==> config.mk <==
export PLATFORM = sky130hd
export DESIGN_NAME = hbridge_channel_pwm_monitor_core
export DESIGN_NICKNAME = d
export VERILOG_FILES = /design/src/hdl/hbpm_pkg.sv /design/src/hdl/hbpm_front.sv /design/src/hdl/hbpm_queue.sv /design/src/hdl/hbpm_back.sv /design/src/hdl/hbridge_channel_pwm_monitor_core.sv
export VERILOG_INCLUDE_DIRS = /design/src /design/src/hdl
export SDC_FILE = /design/constraint.sdc
export NUM_CORES = 1
export LEC_CHECK = 0
export BUFFER_PORTS_ARGS = -buffer_cell sky130_fd_sc_hd__buf_4
export CORE_UTILIZATION = 40
export DETAILED_ROUTE_END_ITERATION = 16
export PLACE_DENSITY = 0.56
export SYNTH_ARGS = -nofsm -noshare
export SYNTH_HDL_FRONTEND = slang
export SYNTH_SLANG_ARGS = --single-unit
==> constraint.sdc <==
create_clock -name clock -period 9.83 [get_ports clock]
set_clock_uncertainty 0.1 [all_clocks]
set_input_delay 2.4575 -clock clock [delete_from_list [all_inputs] [get_ports clock]]
set_output_delay 2.4575 -clock clock [all_outputs]
set_load 0.03 [all_outputs]
==> src/hdl/hbridge_channel_pwm_monitor_core_macros.svh <==
// assertion helpers shared by the monitor core
`ifndef HBRIDGE_CHANNEL_PWM_MONITOR_CORE_MACROS_SVH
`define HBRIDGE_CHANNEL_PWM_MONITOR_CORE_MACROS_SVH

`ifndef SYNTHESIS

`define HBPM_ASSERT_IMPLIES(name, clk, rst, ante, cons) \
   name: assert property (@(posedge clk) disable iff (rst) (ante) |-> (cons)) \
      else $error("hbpm check failed: same-cycle implication");

`define HBPM_ASSERT_NEXT(name, clk, rst, ante, cons) \
   name: assert property (@(posedge clk) disable iff (rst) (ante) |=> (cons)) \
      else $error("hbpm check failed: next-cycle implication");

`else

`define HBPM_ASSERT_IMPLIES(name, clk, rst, ante, cons)

`define HBPM_ASSERT_NEXT(name, clk, rst, ante, cons)

`endif

`endif

==> src/hdl/hbpm_pkg.sv <==
`timescale 1ns / 1ps

package hbpm_pkg;

   localparam int DRIVE_BITS = 2;
   localparam int DUTY_BITS  = 7;

   typedef logic [DRIVE_BITS-1:0] motion_type;
   typedef logic [DUTY_BITS-1:0]  duty_type;

   // drive state codes
   localparam motion_type DRIVE_BACKWARD = 2'd0;
   localparam motion_type DRIVE_FORWARD  = 2'd1;
   localparam motion_type DRIVE_BRAKE    = 2'd2;
   localparam motion_type DRIVE_FREE     = 2'd3;

   localparam duty_type DUTY_SCALE = 7'd100;

   // result item: motion, duty_percent, duty_changed
   localparam int RSP_FIELD_BITS = DRIVE_BITS + DUTY_BITS + 1;
   localparam int RSP_DATA_BITS  = ((RSP_FIELD_BITS + 7) / 8) * 8;

   // per-item command from the front to the back
   typedef struct packed {
      motion_type motion;
      logic       edge_seen;
   } cmd_ctl_type;

endpackage

==> src/hdl/hbpm_front.sv <==
`timescale 1ns / 1ps
`include "hbridge_channel_pwm_monitor_core_macros.svh"

module hbpm_front
   import hbpm_pkg::*;
#(
   parameter int TIME_BITS = 32
) (
   input  logic                 clock,
   input  logic                 reset,
   input  logic                 csr_wen,
   input  logic                 csr_wdata,
   input  logic                 in_valid,
   output logic                 in_ready,
   input  logic [TIME_BITS-1:0] in_time,
   input  logic                 in_enable,
   input  logic                 in_dir_first,
   input  logic                 in_dir_second,
   input  logic                 queue_full,
   output logic                 push,
   output cmd_ctl_type          push_ctl,
   output logic [TIME_BITS-1:0] push_high,
   output logic [TIME_BITS-1:0] push_low
);

   logic                 pwm_mode_ff;
   logic                 last_enable_ff;
   logic [TIME_BITS-1:0] rise_ff;
   logic [TIME_BITS-1:0] fall_ff;
   logic [TIME_BITS-1:0] high_ff;
   logic [TIME_BITS-1:0] low_ff;
   logic [TIME_BITS-1:0] high_in;
   logic [TIME_BITS-1:0] low_in;
   logic                 edge_seen;
   motion_type           motion;

   assign in_ready  = !queue_full;
   assign push      = in_valid && !queue_full;
   assign edge_seen = in_enable != last_enable_ff;

   // spans wrap naturally at the time width
   always_comb begin
      high_in = high_ff;
      low_in  = low_ff;
      if (edge_seen && in_enable) begin
         low_in = in_time - fall_ff;
      end
      if (edge_seen && !in_enable) begin
         high_in = in_time - rise_ff;
      end
   end

   always_comb begin
      if (pwm_mode_ff && !in_enable) begin
         motion = DRIVE_FREE;
      end else if (in_dir_first == in_dir_second) begin
         motion = DRIVE_BRAKE;
      end else if (in_dir_first) begin
         motion = DRIVE_BACKWARD;
      end else begin
         motion = DRIVE_FORWARD;
      end
   end

   assign push_ctl.motion    = motion;
   assign push_ctl.edge_seen = edge_seen;
   assign push_high          = high_in;
   assign push_low           = low_in;

   always_ff @(posedge clock) begin
      if (reset) begin
         pwm_mode_ff    <= 1'b1;
         last_enable_ff <= 1'b0;
         rise_ff        <= '0;
         fall_ff        <= '0;
         high_ff        <= '0;
         low_ff         <= '0;
      end else begin
         if (csr_wen) begin
            pwm_mode_ff <= csr_wdata;
         end
         if (push) begin
            last_enable_ff <= in_enable;
            high_ff        <= high_in;
            low_ff         <= low_in;
            if (edge_seen && in_enable) begin
               rise_ff <= in_time;
            end
            if (edge_seen && !in_enable) begin
               fall_ff <= in_time;
            end
         end
      end
   end

   `HBPM_ASSERT_IMPLIES(a_jumper_never_free, clock, reset, push && !pwm_mode_ff, push_ctl.motion != DRIVE_FREE)

endmodule

==> src/hdl/hbpm_queue.sv <==
`timescale 1ns / 1ps
`include "hbridge_channel_pwm_monitor_core_macros.svh"

module hbpm_queue
   import hbpm_pkg::*;
#(
   parameter int DATA_BITS = 64
) (
   input  logic                 clock,
   input  logic                 reset,
   input  logic                 push,
   input  cmd_ctl_type          push_ctl,
   input  logic [DATA_BITS-1:0] push_data,
   output logic                 full,
   output logic                 not_empty,
   input  logic                 pop,
   output cmd_ctl_type          pop_ctl,
   output logic [DATA_BITS-1:0] pop_data
);

   localparam int DEPTH      = 2;
   localparam int PTR_BITS   = $clog2(DEPTH);
   localparam int COUNT_BITS = $clog2(DEPTH + 1);

   cmd_ctl_type          ctl_ff  [DEPTH];
   logic [DATA_BITS-1:0] data_ff [DEPTH];
   logic [PTR_BITS-1:0]  wr_ptr_ff;
   logic [PTR_BITS-1:0]  rd_ptr_ff;
   logic [COUNT_BITS-1:0] count_ff;

   assign full      = count_ff == COUNT_BITS'(DEPTH);
   assign not_empty = count_ff != '0;
   assign pop_ctl   = ctl_ff[rd_ptr_ff];
   assign pop_data  = data_ff[rd_ptr_ff];

   always_ff @(posedge clock) begin
      if (push) begin
         ctl_ff[wr_ptr_ff]  <= push_ctl;
         data_ff[wr_ptr_ff] <= push_data;
      end
   end

   always_ff @(posedge clock) begin
      if (reset) begin
         wr_ptr_ff <= '0;
         rd_ptr_ff <= '0;
         count_ff  <= '0;
      end else begin
         if (push) begin
            wr_ptr_ff <= wr_ptr_ff + 1'b1;
         end
         if (pop) begin
            rd_ptr_ff <= rd_ptr_ff + 1'b1;
         end
         if (push && !pop) begin
            count_ff <= count_ff + 1'b1;
         end else if (pop && !push) begin
            count_ff <= count_ff - 1'b1;
         end
      end
   end

   `HBPM_ASSERT_IMPLIES(a_pop_not_empty, clock, reset, pop, not_empty)
   `HBPM_ASSERT_IMPLIES(a_push_not_full, clock, reset, push, !full || pop)
   `HBPM_ASSERT_NEXT(a_count_drains, clock, reset, pop && !push, count_ff == $past(count_ff) - 1'b1)

endmodule

==> src/hdl/hbpm_back.sv <==
`timescale 1ns / 1ps
`include "hbridge_channel_pwm_monitor_core_macros.svh"

module hbpm_back
   import hbpm_pkg::*;
#(
   parameter int TIME_BITS = 32
) (
   input  logic                 clock,
   input  logic                 reset,
   input  logic                 q_valid,
   input  cmd_ctl_type          q_ctl,
   input  logic [TIME_BITS-1:0] q_high,
   input  logic [TIME_BITS-1:0] q_low,
   output logic                 q_pop,
   output logic                 rsp_valid,
   input  logic                 rsp_ready,
   output motion_type           rsp_drive,
   output duty_type             rsp_duty,
   output logic                 rsp_changed
);

   localparam int SUM_BITS  = TIME_BITS + 1;
   localparam int REM_BITS  = TIME_BITS + DUTY_BITS;
   localparam int STEP_BITS = $clog2(DUTY_BITS);

   localparam logic [1:0] S_IDLE   = 2'd0;
   localparam logic [1:0] S_DIVIDE = 2'd1;
   localparam logic [1:0] S_EMIT   = 2'd2;

   logic [1:0]           state_ff;
   logic [STEP_BITS-1:0] step_ff;
   logic [REM_BITS-1:0]  rem_ff;
   logic [REM_BITS-1:0]  dvs_ff;
   duty_type             quot_ff;
   duty_type             shown_ff;
   motion_type           drive_ff;
   logic                 rsp_valid_ff;
   motion_type           rsp_drive_ff;
   duty_type             rsp_duty_ff;
   logic                 rsp_changed_ff;

   logic [SUM_BITS-1:0]  sum;
   logic [REM_BITS-1:0]  scaled_high;
   logic [REM_BITS:0]    diff;
   logic                 emit;

   assign sum = {1'b0, q_high} + {1'b0, q_low};
   // high * 100 as shifted adds
   assign scaled_high = (REM_BITS'(q_high) << 6) + (REM_BITS'(q_high) << 5)
                      + (REM_BITS'(q_high) << 2);
   assign diff  = {1'b0, rem_ff} - {1'b0, dvs_ff};
   assign q_pop = (state_ff == S_IDLE) && q_valid;
   assign emit  = (state_ff == S_EMIT) && (!rsp_valid_ff || rsp_ready);

   always_ff @(posedge clock) begin
      if (reset) begin
         state_ff     <= S_IDLE;
         shown_ff     <= '0;
         rsp_valid_ff <= 1'b0;
      end else begin
         unique case (state_ff)
            S_IDLE: begin
               if (q_valid) begin
                  if (q_ctl.edge_seen && sum != '0) begin
                     state_ff <= S_DIVIDE;
                  end else begin
                     state_ff <= S_EMIT;
                  end
               end
            end
            S_DIVIDE: begin
               if (step_ff == '0) begin
                  state_ff <= S_EMIT;
               end
            end
            S_EMIT: begin
               if (emit) begin
                  state_ff <= S_IDLE;
                  shown_ff <= quot_ff;
               end
            end
            default: begin
               state_ff <= S_IDLE;
            end
         endcase
         if (emit) begin
            rsp_valid_ff <= 1'b1;
         end else if (rsp_ready) begin
            rsp_valid_ff <= 1'b0;
         end
      end
   end

   // restoring division, one quotient bit per cycle
   always_ff @(posedge clock) begin
      if (q_pop) begin
         drive_ff <= q_ctl.motion;
         rem_ff   <= scaled_high;
         dvs_ff   <= REM_BITS'(sum) << (DUTY_BITS - 1);
         step_ff  <= STEP_BITS'(DUTY_BITS - 1);
         if (q_ctl.edge_seen) begin
            quot_ff <= '0;
         end else begin
            quot_ff <= shown_ff;
         end
      end else if (state_ff == S_DIVIDE) begin
         if (!diff[REM_BITS]) begin
            rem_ff  <= diff[REM_BITS-1:0];
            quot_ff <= {quot_ff[DUTY_BITS-2:0], 1'b1};
         end else begin
            quot_ff <= {quot_ff[DUTY_BITS-2:0], 1'b0};
         end
         dvs_ff  <= dvs_ff >> 1;
         step_ff <= step_ff - 1'b1;
      end
      if (emit) begin
         rsp_drive_ff   <= drive_ff;
         rsp_duty_ff    <= quot_ff;
         rsp_changed_ff <= quot_ff != shown_ff;
      end
   end

   assign rsp_valid   = rsp_valid_ff;
   assign rsp_drive   = rsp_drive_ff;
   assign rsp_duty    = rsp_duty_ff;
   assign rsp_changed = rsp_changed_ff;

   `HBPM_ASSERT_IMPLIES(a_div_bound, clock, reset, state_ff == S_DIVIDE, (rem_ff >> 1) < dvs_ff)
   `HBPM_ASSERT_IMPLIES(a_duty_range, clock, reset, rsp_valid_ff, rsp_duty_ff <= DUTY_SCALE)

endmodule

==> src/hdl/hbridge_channel_pwm_monitor_core.sv <==
`timescale 1ns / 1ps

// H-bridge channel monitor: every accepted event on req_ yields exactly one item
// on rsp_ carrying the decoded drive state, the enable duty cycle in whole
// percent (floor of high*100/(high+low), 0 for an empty period) and a flag
// that is set when the duty differs from the last reported one. An event whose
// enable level differs from the previous event is an edge and restarts the
// duty calculation; other events repeat the last duty. The front takes
// events, tracks edge stamps and spans and decodes the drive state in the
// same cycle, then queues a command (two entries deep). The back computes the
// duty with a restoring divider, one quotient bit per cycle: an edge event
// with a nonzero period goes through the pop, 7 divide steps and the output
// load on its way to rsp_; any other event goes from the pop straight to the
// output load. The back pops its next event only once the result is loaded.
// The divider sets the sustained rate; up to two events can wait in the queue
// while a result is held by the sink. csr_wdata written with csr_wen sets the
// pwm mode (reset 1); in jumper mode (0) the enable does not force free stop
// but the duty is still measured. No clearing pass after reset.
module hbridge_channel_pwm_monitor_core
   import hbpm_pkg::*;
#(
   parameter int TIME_BITS = 32
) (
   input  logic clock,
   input  logic reset,

   // configuration
   input  logic csr_wen,
   input  logic csr_wdata,                 // pwm_mode

   // event input
   input  logic req_tvalid,
   output logic req_tready,
   // event_time_ns, enable_level, dir_first, dir_second, zero pad
   input  logic [((TIME_BITS + 3 + 7) / 8) * 8 - 1:0] req_tdata,

   // result output
   output logic rsp_tvalid,
   input  logic rsp_tready,
   // motion (drive state), duty_percent, duty_changed, zero pad
   output logic [RSP_DATA_BITS-1:0] rsp_tdata
);

   localparam int QDATA_BITS = 2 * TIME_BITS;

   // command between front and queue
   logic                 push;
   cmd_ctl_type          push_ctl;
   logic [TIME_BITS-1:0] push_high;
   logic [TIME_BITS-1:0] push_low;
   logic                 queue_full;

   // command between queue and back
   logic                  pop;
   logic                  not_empty;
   cmd_ctl_type           pop_ctl;
   logic [QDATA_BITS-1:0] pop_data;

   // result fields
   motion_type rsp_drive;
   duty_type   rsp_duty;
   logic       rsp_changed;

   hbpm_front #(
      .TIME_BITS (TIME_BITS)
   ) u_front (
      .clock         (clock),
      .reset         (reset),
      .csr_wen       (csr_wen),
      .csr_wdata     (csr_wdata),
      .in_valid      (req_tvalid),
      .in_ready      (req_tready),
      .in_time       (req_tdata[TIME_BITS-1:0]),
      .in_enable     (req_tdata[TIME_BITS]),
      .in_dir_first  (req_tdata[TIME_BITS+1]),
      .in_dir_second (req_tdata[TIME_BITS+2]),
      .queue_full    (queue_full),
      .push          (push),
      .push_ctl      (push_ctl),
      .push_high     (push_high),
      .push_low      (push_low)
   );

   // high span in the upper half, low span in the lower half
   hbpm_queue #(
      .DATA_BITS (QDATA_BITS)
   ) u_queue (
      .clock     (clock),
      .reset     (reset),
      .push      (push),
      .push_ctl  (push_ctl),
      .push_data ({push_high, push_low}),
      .full      (queue_full),
      .not_empty (not_empty),
      .pop       (pop),
      .pop_ctl   (pop_ctl),
      .pop_data  (pop_data)
   );

   hbpm_back #(
      .TIME_BITS (TIME_BITS)
   ) u_back (
      .clock       (clock),
      .reset       (reset),
      .q_valid     (not_empty),
      .q_ctl       (pop_ctl),
      .q_high      (pop_data[QDATA_BITS-1:TIME_BITS]),
      .q_low       (pop_data[TIME_BITS-1:0]),
      .q_pop       (pop),
      .rsp_valid   (rsp_tvalid),
      .rsp_ready   (rsp_tready),
      .rsp_drive   (rsp_drive),
      .rsp_duty    (rsp_duty),
      .rsp_changed (rsp_changed)
   );

   // pack result fields from the low bit up
   assign rsp_tdata = {{(RSP_DATA_BITS - RSP_FIELD_BITS){1'b0}}, rsp_changed, rsp_duty, rsp_drive};

endmodule
==> results.ini, run 1 <==
[clock_network]
clk_latency_ps = 580
root_buffer = clkbuf_16
clockBufferDepth = 3
cts.sinks = 379
clk_pin_slew_ps = 60
numCtsBuffers = 43
cts-hold-fix-buffers = 0
postCtsSetupBuffers = 0
htree_levels = 2
tritoncts = done
post_cts_resize_count = 0

[final_layout]
syn2layout_area_growth_pct = 10.8
drive_above_1_share_pct = 11.4
final_area_um2 = 26100
fin_nets = 2734
multi_input_area_um2 = 12800
seq_area_um2 = 9840
n_antenna_cell = 0
fill_cells = 5572
layout_commonest_cell = nand2_1
final_cell_mix = nand2_1, a21oi_1, edfxtp_1

[yosys]
synth_area_leaders = edfxtp_1, dfxtp_1, ha_1
synth-xor-area-share_pct = 5.59
synthArstFlopShare_pct = 0
yosysSeqAreaShare_pct = 41.8
synth_top_family_by_area = compound AO/OA/AOI/OAI gates
yosysTopAreaCell = edfxtp_1
synth-edff-count = 225
yosys_warnings = 0
synthSimpleGateAreaFrac_pct = 12.8
syn_area_per_cell_um2 = 9.55
synthAdderAreaFrac_pct = 12.1
syn_area_um2 = 23500
muxShareOfSynthArea_pct = 6.17
ys_seq_elements = 379
synth_compound_area_share_pct = 17.3
synth_top_area_share_pct = 28.7
yosysUniqueCellTypes = 81
synth_flop_cell = edfxtp_1
syn_inst = 2461

[power]
p_per_area_nw_per_um2 = 343
power_leakage_nw = 9.95
ir_drop_mv = 0.178

[hold_path]
hp-class = flip-flop to flip-flop

[die]
rows = 88
start_util_pct = 40.6
die_area_um2 = 59800
die_w_um = 244
io-pin-count = 64
die_h_um = 244
core_um2 = 57900

[global_route]
grt_pass1_vias = 17434
grt_max_degree = 93
grt_pass1_wl_mm = 89.6
grtUsageTotal_pct = 18.4
grt_overflow = 0
antenna_found_initial = 0

[timing]
totalNegativeSetupSlack_ps = 0
max_freq_ghz = 0.181
report.final.hold_viol_count = 0
min_period_ps = 5510
tightest_slew_ps = 1070
fin_crit_sh_pct = 56.1
rsz0062_at_grt = false
slew_headroom_pct = 28.7
setup_viol = 0
slew_violations = 0

[routing]
wl_per_cell_um = 16.8
drt_wl_total_mm = 55.0
drtPass1Iterations = 5
ant_nets = 0
drcViolationCount = 0
initialDrtViolationCount = 863
num_vias = 17375
vias_per_cell = 5.30

[worst_setup_path]
crit_type = primary input to flip-flop
setup.worst_path.end_class = flip-flop
cp.buffers_inverters = 2
required_ps = 10050
crit_path_cell_trace = buf_4 -> inv_1 -> ha_1 -> fa_1 -> nor2b_1 -> o31a_1 -> o21ai_1 -> nand4bb_1 -> a31o_1 -> o31a_1 -> and3_1 -> nor4_1 -> o41a_1 -> xnor2_1 -> mux2_2
cp.arrival_ps = 5730
path_common_cell = o31a_1
slowest_stage = nor4_1
cpLargestDelayFamily = compound AO/OA/AOI/OAI gates
worstPathMaxFanout = 3
slowest_delay_ps = 360
crit_path_start_kind = primary input

[status]
status = completed

[placed_design]
dpl-instance-area_um2 = 24600
place_hpwl_mm = 38.4
portBuffers = 52
gp_congestion = 0.822

[job]
max-cap-violations = 0

path summary, 6_finish.rpt:
check                                   startpoint                      to  slack [ps]  cells past startpoint
worst max-delay path                  req_tdata[0]  u_queue.data_ff[1][62]        4320                     15
worst min-delay path            u_back.drive_ff[0]     u_back.rsp_drive[0]         320                      0
worst max register to register           flip-flop       u_back.rem_ff[36]        4390                     18
worst min register to register  u_back.drive_ff[0]     u_back.rsp_drive[0]         320                      0
cells in the mapped netlist (5+ instances only):
cell type / n
o22ai_1: 19
o21bai_1: 10
o21ai_0: 108
a211o_1: 5
nand4_1: 16
mux2i_1: 11
nor2b_1: 23
dfxtp_1: 154
a21oi_1: 279
a31oi_1: 9
edfxtp_1: 225
xnor2_1: 95
o211a_1: 5
ha_1: 175
nor2_1: 131
xor2_1: 55
a22o_1: 7
a211oi_1: 21
mux2_2: 119
buf_4: 7
nand3_1: 30
inv_1: 151
nor3_1: 30
and3_1: 14
or3_1: 8
o31a_1: 5
a2111oi_0: 9
and4_1: 6
clkbuf_1: 81
o21ai_1: 18
nand2b_1: 29
buf_1: 11
and2_1: 11
nand2_1: 360
o211ai_1: 10
fa_1: 33
o21a_1: 32
nor4_1: 7
o31ai_1: 14
a21o_1: 61
report_power, final:
part / total, W / leakage, nW / internal, W / switching [W]
Clock: 0.00161 / 0.700 / 0.000937 / 0.000673
Combinational: 0.00494 / 5.85 / 0.00196 / 0.00298
Sequential: 0.00239 / 3.41 / 0.00227 / 0.000115
routing by layer:
| metal | track usage (%) | vias to the layer above | share of wire [%] |
|---|---|---|---|
| li1 | - | 8816 | - |
| met1 | 25.2 | 8206 | 49 |
| met2 | 30.5 | 273 | 46 |
| met3 | 2.29 | 80 | 3.1 |
| met4 | 5.13 | 0 | 2.2 |
| met5 | 0 | - | 0 |
flip-flops by register name (all words and copies together) (netlist names), 2 cells and up, named ones only:
name and count:
u_queue.count_ff 2, u_back.quot_ff 7, u_back.step_ff 3, u_back.rsp_drive 2, u_back.dvs_ff 39, u_back.rsp_duty 7
u_front.rise_ff 32, u_back.rem_ff 39, u_back.shown_ff 7, u_back.state_ff 2, u_back.drive_ff 2, u_front.low_ff 32
u_front.high_ff 32, u_queue.ctl_ff 6, u_front.fall_ff 32, u_queue.data_ff 128
stage by stage:
stage / std cells / setup WS [ps] / hold slack [ps] / utilization, % / total power, W
5_1_grt: 3280 / 3890 / 326 / 45.0 / 0.00966
6_report: 3280 / 4320 / 316 / 45.0 / 0.00894
3_3_place_gp: 3200 / 3750 / 304 / 42.5 / 0.00725
3_5_place_dp: 3200 / 3740 / 305 / 42.5 / 0.00732
2_1_floorplan: 2466 / 3810 / 300 / - / 0.00617
4_1_cts: 3280 / 4350 / 313 / 45.0 / 0.00899
layout make-up:
cell class / instances / share of cell area (%)
Multi-Input combinational cell: 1835 / 48.9
Sequential cell: 379 / 37.8
Clock buffer: 57 / 4.69
Tap cell: 765 / 3.67
Inverter: 153 / 2.20
Timing Repair Buffer: 68 / 1.96
Clock inverter: 23 / 0.749
cell families (layout without fill, tap and decap cells):
group,Yosys count,in the layout
compound gates,659,659
mux,130,130
simple gates,682,682
flops,379,379
fa+ha+maj,208,208
other cells,1,6
xor+xnor,150,150
buf+inv,252,301
Power figures use the tool's default switching activity.
==> run 2: changes to the inputs <==
--- a/config.mk
+++ b/config.mk
@@ -6,6 +6,7 @@
 export SDC_FILE = /design/constraint.sdc
 export NUM_CORES = 1
 export LEC_CHECK = 0
+export ABC_AREA = 1
 export BUFFER_PORTS_ARGS = -buffer_cell sky130_fd_sc_hd__buf_4
 export CORE_UTILIZATION = 40
 export DETAILED_ROUTE_END_ITERATION = 16
==> constraint.sdc (replaced) <==
create_clock -name clock -period 5.2 [get_ports clock]
set_clock_uncertainty 0.1 [all_clocks]
set_input_delay 1.3 -clock clock [delete_from_list [all_inputs] [get_ports clock]]
set_output_delay 1.3 -clock clock [all_outputs]
set_load 0.03 [all_outputs]
==> run 2 against run 1 <==
Total power rose by 130%. Synthesized area is 11% higher. Register-to-register slack lost 3300 ps. Die area up 10%. Routed wire length up 29%. Utilization shrank 0.28 points. Critical path type is now flip-flop to flip-flop.
==> results.ini, run 2 <==
[yosys]
yosys-top-cells-count = nand2_1, inv_1, a21oi_1, o21ai_0, nor2_1
syn_inst = 3294  ; +34%
synth-edff-count = 225  ; unchanged
synthArstFlopShare_pct = 0  ; unchanged
yosysSeqAreaShare_pct = 37.9  ; -4.0 points
synth_area_leaders = edfxtp_1, dfxtp_1, nand2_1
yosysTopAreaCell = edfxtp_1
yosys_warnings = 0  ; unchanged
synth_top_area_share_pct = 26.0  ; -2.7 points
ys_seq_elements = 379  ; unchanged
syn_area_um2 = 26000  ; +11%
yosysUniqueCellTypes = 61  ; -25%
yosysMostFrequentCell = nand2_1
syn_area_per_cell_um2 = 7.89  ; -17%
synth_flop_cell = edfxtp_1

[timing]
tightest_slew_ps = 1070  ; -3.47 ps
min_period_ps = 4130
fin_hold_ws_ps = 319  ; +2.47 ps
setup_viol = 0  ; unchanged
fin_ws_ps = 1070  ; -3250 ps
rsz0062_at_grt = false
max_freq_ghz = 0.242
totalNegativeSetupSlack_ps = 0  ; unchanged
fin_crit_sh_pct = 79.4
slew_violations = 0  ; unchanged
slew_headroom_pct = 26.9  ; -1.8 points
report.final.hold_viol_count = 0  ; unchanged

[clock_network]
clk_pin_slew_ps = 60  ; about the same
cts.sinks = 379  ; unchanged
post_cts_resize_count = 0  ; unchanged
clockBufferDepth = 3  ; unchanged
cts-hold-fix-buffers = 0  ; unchanged
numCtsBuffers = 44  ; +2.3%
tritoncts = done
clk_latency_ps = 590  ; about the same
postCtsSetupBuffers = 0  ; unchanged
htree_levels = 2  ; unchanged
root_buffer = clkbuf_16

[worst_setup_path]
crit_path_start_kind = flip-flop
path_common_cell = nand2_1
r2r_cells = 16  ; -2
cp.arrival_ps = 4340  ; -1390 ps
worstPathMaxFanout = 17  ; +14
crit_end = u_back.rem_ff[30]
slowest_delay_ps = 540  ; +180 ps
required_ps = 5410  ; -4640 ps
r2r_slack_ps = 1070  ; -3320 ps
slowest_stage = dfxtp_2
cp.buffers_inverters = 1  ; -1
path_depth = 16  ; +1
cpLargestDelayFamily = adder cells
reg2reg_to = u_back.rem_ff[30]
setup.worst_path.end_class = flip-flop
crit_path_cell_trace = buf_4 -> mux2_2 -> fa_1 -> ha_1 -> a21oi_1 -> o21ai_1 -> nor2_1 -> o21bai_2 -> a21boi_2 -> o21ai_2 -> nand2_1 -> nand2_1 -> nand2_1 -> nand3b_1 -> nand3_1 -> nand2_1
crit_type = flip-flop to flip-flop

[die]
die_area_um2 = 66000  ; +10%
rows = 93  ; +5.7%
core_um2 = 64300  ; +11%
die_w_um = 257  ; +5.1%
start_util_pct = 40.4  ; -0.20 points
io-pin-count = 64  ; unchanged
die_h_um = 257  ; +5.1%

[power]
internal_power_w = 0.0103  ; +99%
ir_drop_mv = 0.300  ; +68%
swShare_pct = 49.0  ; +6.9 points
seqPwrFrac_pct = 23.1  ; -3.6 points
power_leakage_nw = 12.6  ; +26%
combPwrFrac_pct = 61.6  ; +6.4 points
power_switching_w = 0.00991  ; +160%
pwr-share-clk_pct = 15.3  ; -2.7 points
p_per_area_nw_per_um2 = 702  ; +100%

[final_layout]
multi_input_area_um2 = 13900  ; +9.4%
top_register = u_queue.data_ff
largest_reg_flops = 128  ; unchanged
syn2layout_area_growth_pct = 10.7
fin_cells = 4221  ; +29%
top_regs = u_queue.data_ff x128, u_back.dvs_ff x39, u_back.rem_ff x39
fill_cells = 6511  ; +17%
drive_above_1_share_pct = 9.60  ; -1.8 points
n_antenna_cell = 0  ; unchanged
fin_nets = 3585  ; +31%
seq_area_um2 = 9840  ; unchanged
layout_commonest_cell = nand2_1
final_cell_mix = nand2_1, inv_1, a21oi_1

[global_route]
antenna_found_initial = 0  ; unchanged
grt_max_degree = 85  ; -8.6%
grt_overflow = 0  ; unchanged
grtUsageTotal_pct = 21.6  ; +3.2 points
grt_pass1_wl_mm = 113  ; +26%
grt_pass1_vias = 20869  ; +20%

[routing]
initialDrtViolationCount = 1267  ; +47%
vias_per_cell = 5.06  ; -4.4%
drt_wl_total_mm = 71.2  ; +29%
num_vias = 21371  ; +23%
drcViolationCount = 0  ; unchanged
ant_nets = 0  ; unchanged
drtPass1Iterations = 5  ; unchanged
wl_per_cell_um = 16.9  ; +0.55%

[placed_design]
place_hpwl_mm = 55.7  ; +45%
portBuffers = 52  ; unchanged
dp.cells = 4140  ; +29%
dp_slack_ps = 965  ; -2780 ps
gp_congestion = 0.953  ; +16%

[status]
status = completed

[job]
max-cap-violations = 0  ; unchanged

[hold_path]
hp-class = flip-flop to flip-flop

-- run 2: routing by layer --
metal,track usage (%),share of wire [%],vias to the layer above
met5,0,0,-
met4,6.75,2.9,0
met3,2.50,3.3,96
met2,36.9,47,336
met1,28.4,47,9777
li1,-,-,11162
-- run 2: power by group through the flow --
stage	Sequential (W)	Clock, W	Combinational [W]
after floorplan	0.00473	0	0.00900
after global placement	0.00472	0	0.0124
after detailed placement	0.00474	0	0.0124
after CTS	0.00468	0.00318	0.0125
after global routing	0.00475	0.00330	0.0140
final	0.00467	0.00309	0.0124
-- run 2: logic make-up after synthesis --
logic type               synth area share, %
XOR/XNOR                                2.29
flip-flops                              37.9
buffers and inverters                   8.72
multiplexers                            2.89
AND/OR/NAND/NOR                         19.0
other                                 0.0144
adder cells (fa/ha/maj)                 11.0
AO/OA/AOI/OAI                           18.3
-- run 2: per-stage QoR --
stage	total power, W	cell area [um^2]	util [%]
3_3_place_gp	0.0171	27300	42.5
4_1_cts	0.0203	28800	44.7
5_1_grt	0.0221	28800	44.7
6_report	0.0202	28800	44.7
2_1_floorplan	0.0137	26000	-
3_5_place_dp	0.0171	27300	42.5
-- run 2: worst register-to-register path, cell delays in order, from the launching register on --
cell	delay, ps
dfxtp_2	540
buf_4	330
mux2_2	470
fa_1	500
ha_1	380
a21oi_1	210
o21ai_1	90
nor2_1	190
o21bai_2	120
a21boi_2	300
o21ai_2	100
nand2_1	70
nand2_1	80
nand2_1	100
nand3b_1	70
nand3_1	160
nand2_1	70
-- run 2: worst min-delay path by stage --
| stage | startpoint | slack, ps | depth (start not counted) | to |
|---|---|---|---|---|
| 2_1_floorplan | u_back.drive_ff[0] | 300 | 0 | u_back.rsp_drive[0] |
| 3_3_place_gp | u_back.drive_ff[1] | 310 | 0 | u_back.rsp_drive[1] |
| 3_5_place_dp | u_back.drive_ff[1] | 310 | 0 | u_back.rsp_drive[1] |
| 4_1_cts | u_back.drive_ff[1] | 320 | 0 | u_back.rsp_drive[1] |
| 5_1_grt | u_back.drive_ff[1] | 320 | 0 | u_back.rsp_drive[1] |
| 6_report | u_back.drive_ff[1] | 320 | 0 | u_back.rsp_drive[1] |
-- run 2: area by class of cell --
cell class,instances,share of cell area [%]
inverters,502,6.55
flip-flops and latches,379,34.2
well taps,855,3.72
multi-input cells,2330,48.5
clock inverters,30,1.06
clock buffers,51,3.95
repair buffers,74,2.02
==> run 3: changes to the inputs <==
--- a/config.mk
+++ b/config.mk
@@ -10,7 +10,7 @@
 export BUFFER_PORTS_ARGS = -buffer_cell sky130_fd_sc_hd__buf_4
 export CORE_UTILIZATION = 40
 export DETAILED_ROUTE_END_ITERATION = 16
-export PLACE_DENSITY = 0.56
+export PLACE_DENSITY = 0.58
 export SYNTH_ARGS = -nofsm -noshare
 export SYNTH_HDL_FRONTEND = slang
 export SYNTH_SLANG_ARGS = --single-unit
==> constraint.sdc (replaced) <==
create_clock -name clock -period 3.51 [get_ports clock]
set_clock_uncertainty 0.1 [all_clocks]
set_input_delay 0.8775 -clock clock [delete_from_list [all_inputs] [get_ports clock]]
set_output_delay 0.8775 -clock clock [all_outputs]
set_load 0.03 [all_outputs]
==> run 3 against run 2 <==
The run now ends with setup timing left. Clock-buffer cell count up 1. Flip-flop and latch count unchanged. Worst setup slack worse by 1100 ps. Via count up 4.9%. First-iteration DRC count down 6.4%.
==> results.ini, run 3 (synthesized netlist as in run 2, its figures left out) <==
[worst_setup_path]
worstPathMaxFanout = 8  ; -9
cpLargestDelayFamily = compound AO/OA/AOI/OAI gates
setup.worst_path.end_class = flip-flop
crit_path_cell_trace = buf_12 -> buf_6 -> buf_16 -> mux2_4 -> buf_4 -> fa_1 -> ha_4 -> a21oi_2 -> inv_2 -> a21oi_4 -> buf_4 -> o21ai_1 -> a211o_1 -> o21ai_2 -> buf_4 -> nand2_1
crit_type = flip-flop to flip-flop
crit_path_start_kind = flip-flop
cp.buffers_inverters = 7  ; +6
slowest_delay_ps = 500  ; -40 ps
cp.arrival_ps = 3800  ; -540 ps
required_ps = 3730  ; -1680 ps
slowest_stage = fa_1
path_common_cell = buf_4

[routing]
wl_per_cell_um = 16.5  ; -2.0%
vias_per_cell = 5.04  ; -0.53%
drtPass1Iterations = 5  ; unchanged
ant_nets = 0  ; unchanged
num_vias = 22412  ; +4.9%
drt_wl_total_mm = 73.5  ; +3.3%
initialDrtViolationCount = 1186  ; -6.4%
drcViolationCount = 0  ; unchanged

[global_route]
grtUsageTotal_pct = 21.9  ; +0.31 points
grt_pass1_wl_mm = 115  ; +1.6%
grt_overflow = 0  ; unchanged
grt_pass1_vias = 21717  ; +4.1%
antenna_found_initial = 0  ; unchanged
met2_usage_pct = 38.6  ; +1.7 points
grt_max_degree = 60  ; -29%
top_usage_layer = met2
use_met3_pct = 2.28  ; -0.23 points
use_met1_pct = 27.8  ; -0.56 points

[job]
max-cap-violations = 0  ; unchanged

[timing]
setup_viol = 9  ; +9
max_freq_ghz = 0.279  ; +15%
slew_violations = 0  ; unchanged
min_period_ps = 3580  ; -544 ps
fin_ws_ps = -74.8  ; -1150 ps
report.final.hold_viol_count = 0  ; unchanged
fin_crit_sh_pct = 102  ; +23 points
slew_headroom_pct = 40.0  ; +13 points
rsz0062_at_grt = true
tightest_slew_ps = 875  ; -192 ps

[final_layout]
fin_nets = 3815  ; +6.4%
syn2layout_area_growth_pct = 23.4
top_register = u_queue.data_ff
fill_cells = 6238  ; -4.2%
top_regs = u_queue.data_ff x128, u_back.dvs_ff x39, u_back.rem_ff x39
final_cell_mix = nand2_1, inv_1, buf_4
drive_above_1_share_pct = 21.3  ; +12 points
final_area_um2 = 32100  ; +11%
n_antenna_cell = 0  ; unchanged
largest_reg_flops = 128  ; unchanged
layout_commonest_cell = nand2_1

[die]
core_um2 = 64300  ; unchanged
die_w_um = 257  ; unchanged
die_h_um = 257  ; unchanged
die_area_um2 = 66000  ; unchanged
start_util_pct = 40.4  ; unchanged
rows = 93  ; unchanged
io-pin-count = 64  ; unchanged

[placed_design]
dpl-instance-area_um2 = 28800  ; +5.6%
place_hpwl_mm = 56.1  ; +0.68%
gp_congestion = 0.958  ; +0.47%
portBuffers = 52  ; unchanged

[clock_network]
cts.sinks = 379  ; unchanged
numCtsBuffers = 43  ; -2.3%
clockBufferDepth = 3  ; unchanged
root_buffer = clkbuf_16
clk_pin_slew_ps = 60  ; about the same
cts-hold-fix-buffers = 0  ; unchanged
tritoncts = done
htree_levels = 2  ; unchanged
clk_latency_ps = 580  ; about the same

[status]
status = finished with violations
violations = setup timing

[hold_path]
hp-class = flip-flop to flip-flop
hold_start = u_back.drive_ff[1]

-- run 3: changes by cell type in the layout (fill, tap and decap cells not counted), moves of 16 or more --
cell | before | now
a21oi_1 | 286 | 255
a21oi_2 | 12 | 36
buf_4 | 72 | 268
buf_6 | 0 | 21
ha_1 | 175 | 132
ha_4 | 0 | 33
mux2_2 | 65 | 35
mux2_4 | 0 | 30
nand2_1 | 670 | 624
nand2_2 | 35 | 73
nor2_1 | 238 | 205
nor2_2 | 8 | 33
o21ai_0 | 274 | 248
o21ai_2 | 15 | 31
-- run 3: cell type report --
type	count	area, um^2	share of cell area (%)
multi-input cells	2330	15300	47.6
flip-flops and latches	379	9840	30.7
clock buffers	52	1120	3.49
clock inverters	27	310	0.967
inverters	502	1890	5.89
repair buffers	305	2580	8.05
well taps	855	1070	3.34
-- run 3: final timing paths --
path	end	slack, ps	depth (start not counted)
worst max-delay path	u_back.rem_ff[32]	-70	16
worst min-delay path	u_back.rsp_drive[1]	330	0
worst max register to register	u_back.rem_ff[32]	-70	16
worst min register to register	u_back.rsp_drive[1]	330	0
-- run 3: routing by layer --
layer	vias up	part of all wire, %
li1	11602	-
met3	119	2.9
met2	329	49
met5	-	0
met4	0	3.0
met1	10362	45
-- run 3: repair_timing --
action,CTS,global route
pin swaps,40,89
cloned,4,0
buffers inserted,19,19
setup endpoints to repair,19,29
resized for setup,103,238
-- run 3: per-stage QoR --
stage               cells  hold slack (ps)  setup TNS (ps)  setup slack, ps  util [%]
finish               4450              330            -244            -74.8      49.8
floorplan            3299              300               0             4.13         -
global route         4450              333           -2280             -231      49.8
CTS                  4433              335            -887             -125      48.2
detailed placement   4331              322           -2240             -316      44.8
global placement     4331              314           -2040             -300      44.8
Power of run 3 is not shown: default switching activity piles up to over one toggle a cycle in this logic, so the estimate is an artifact.
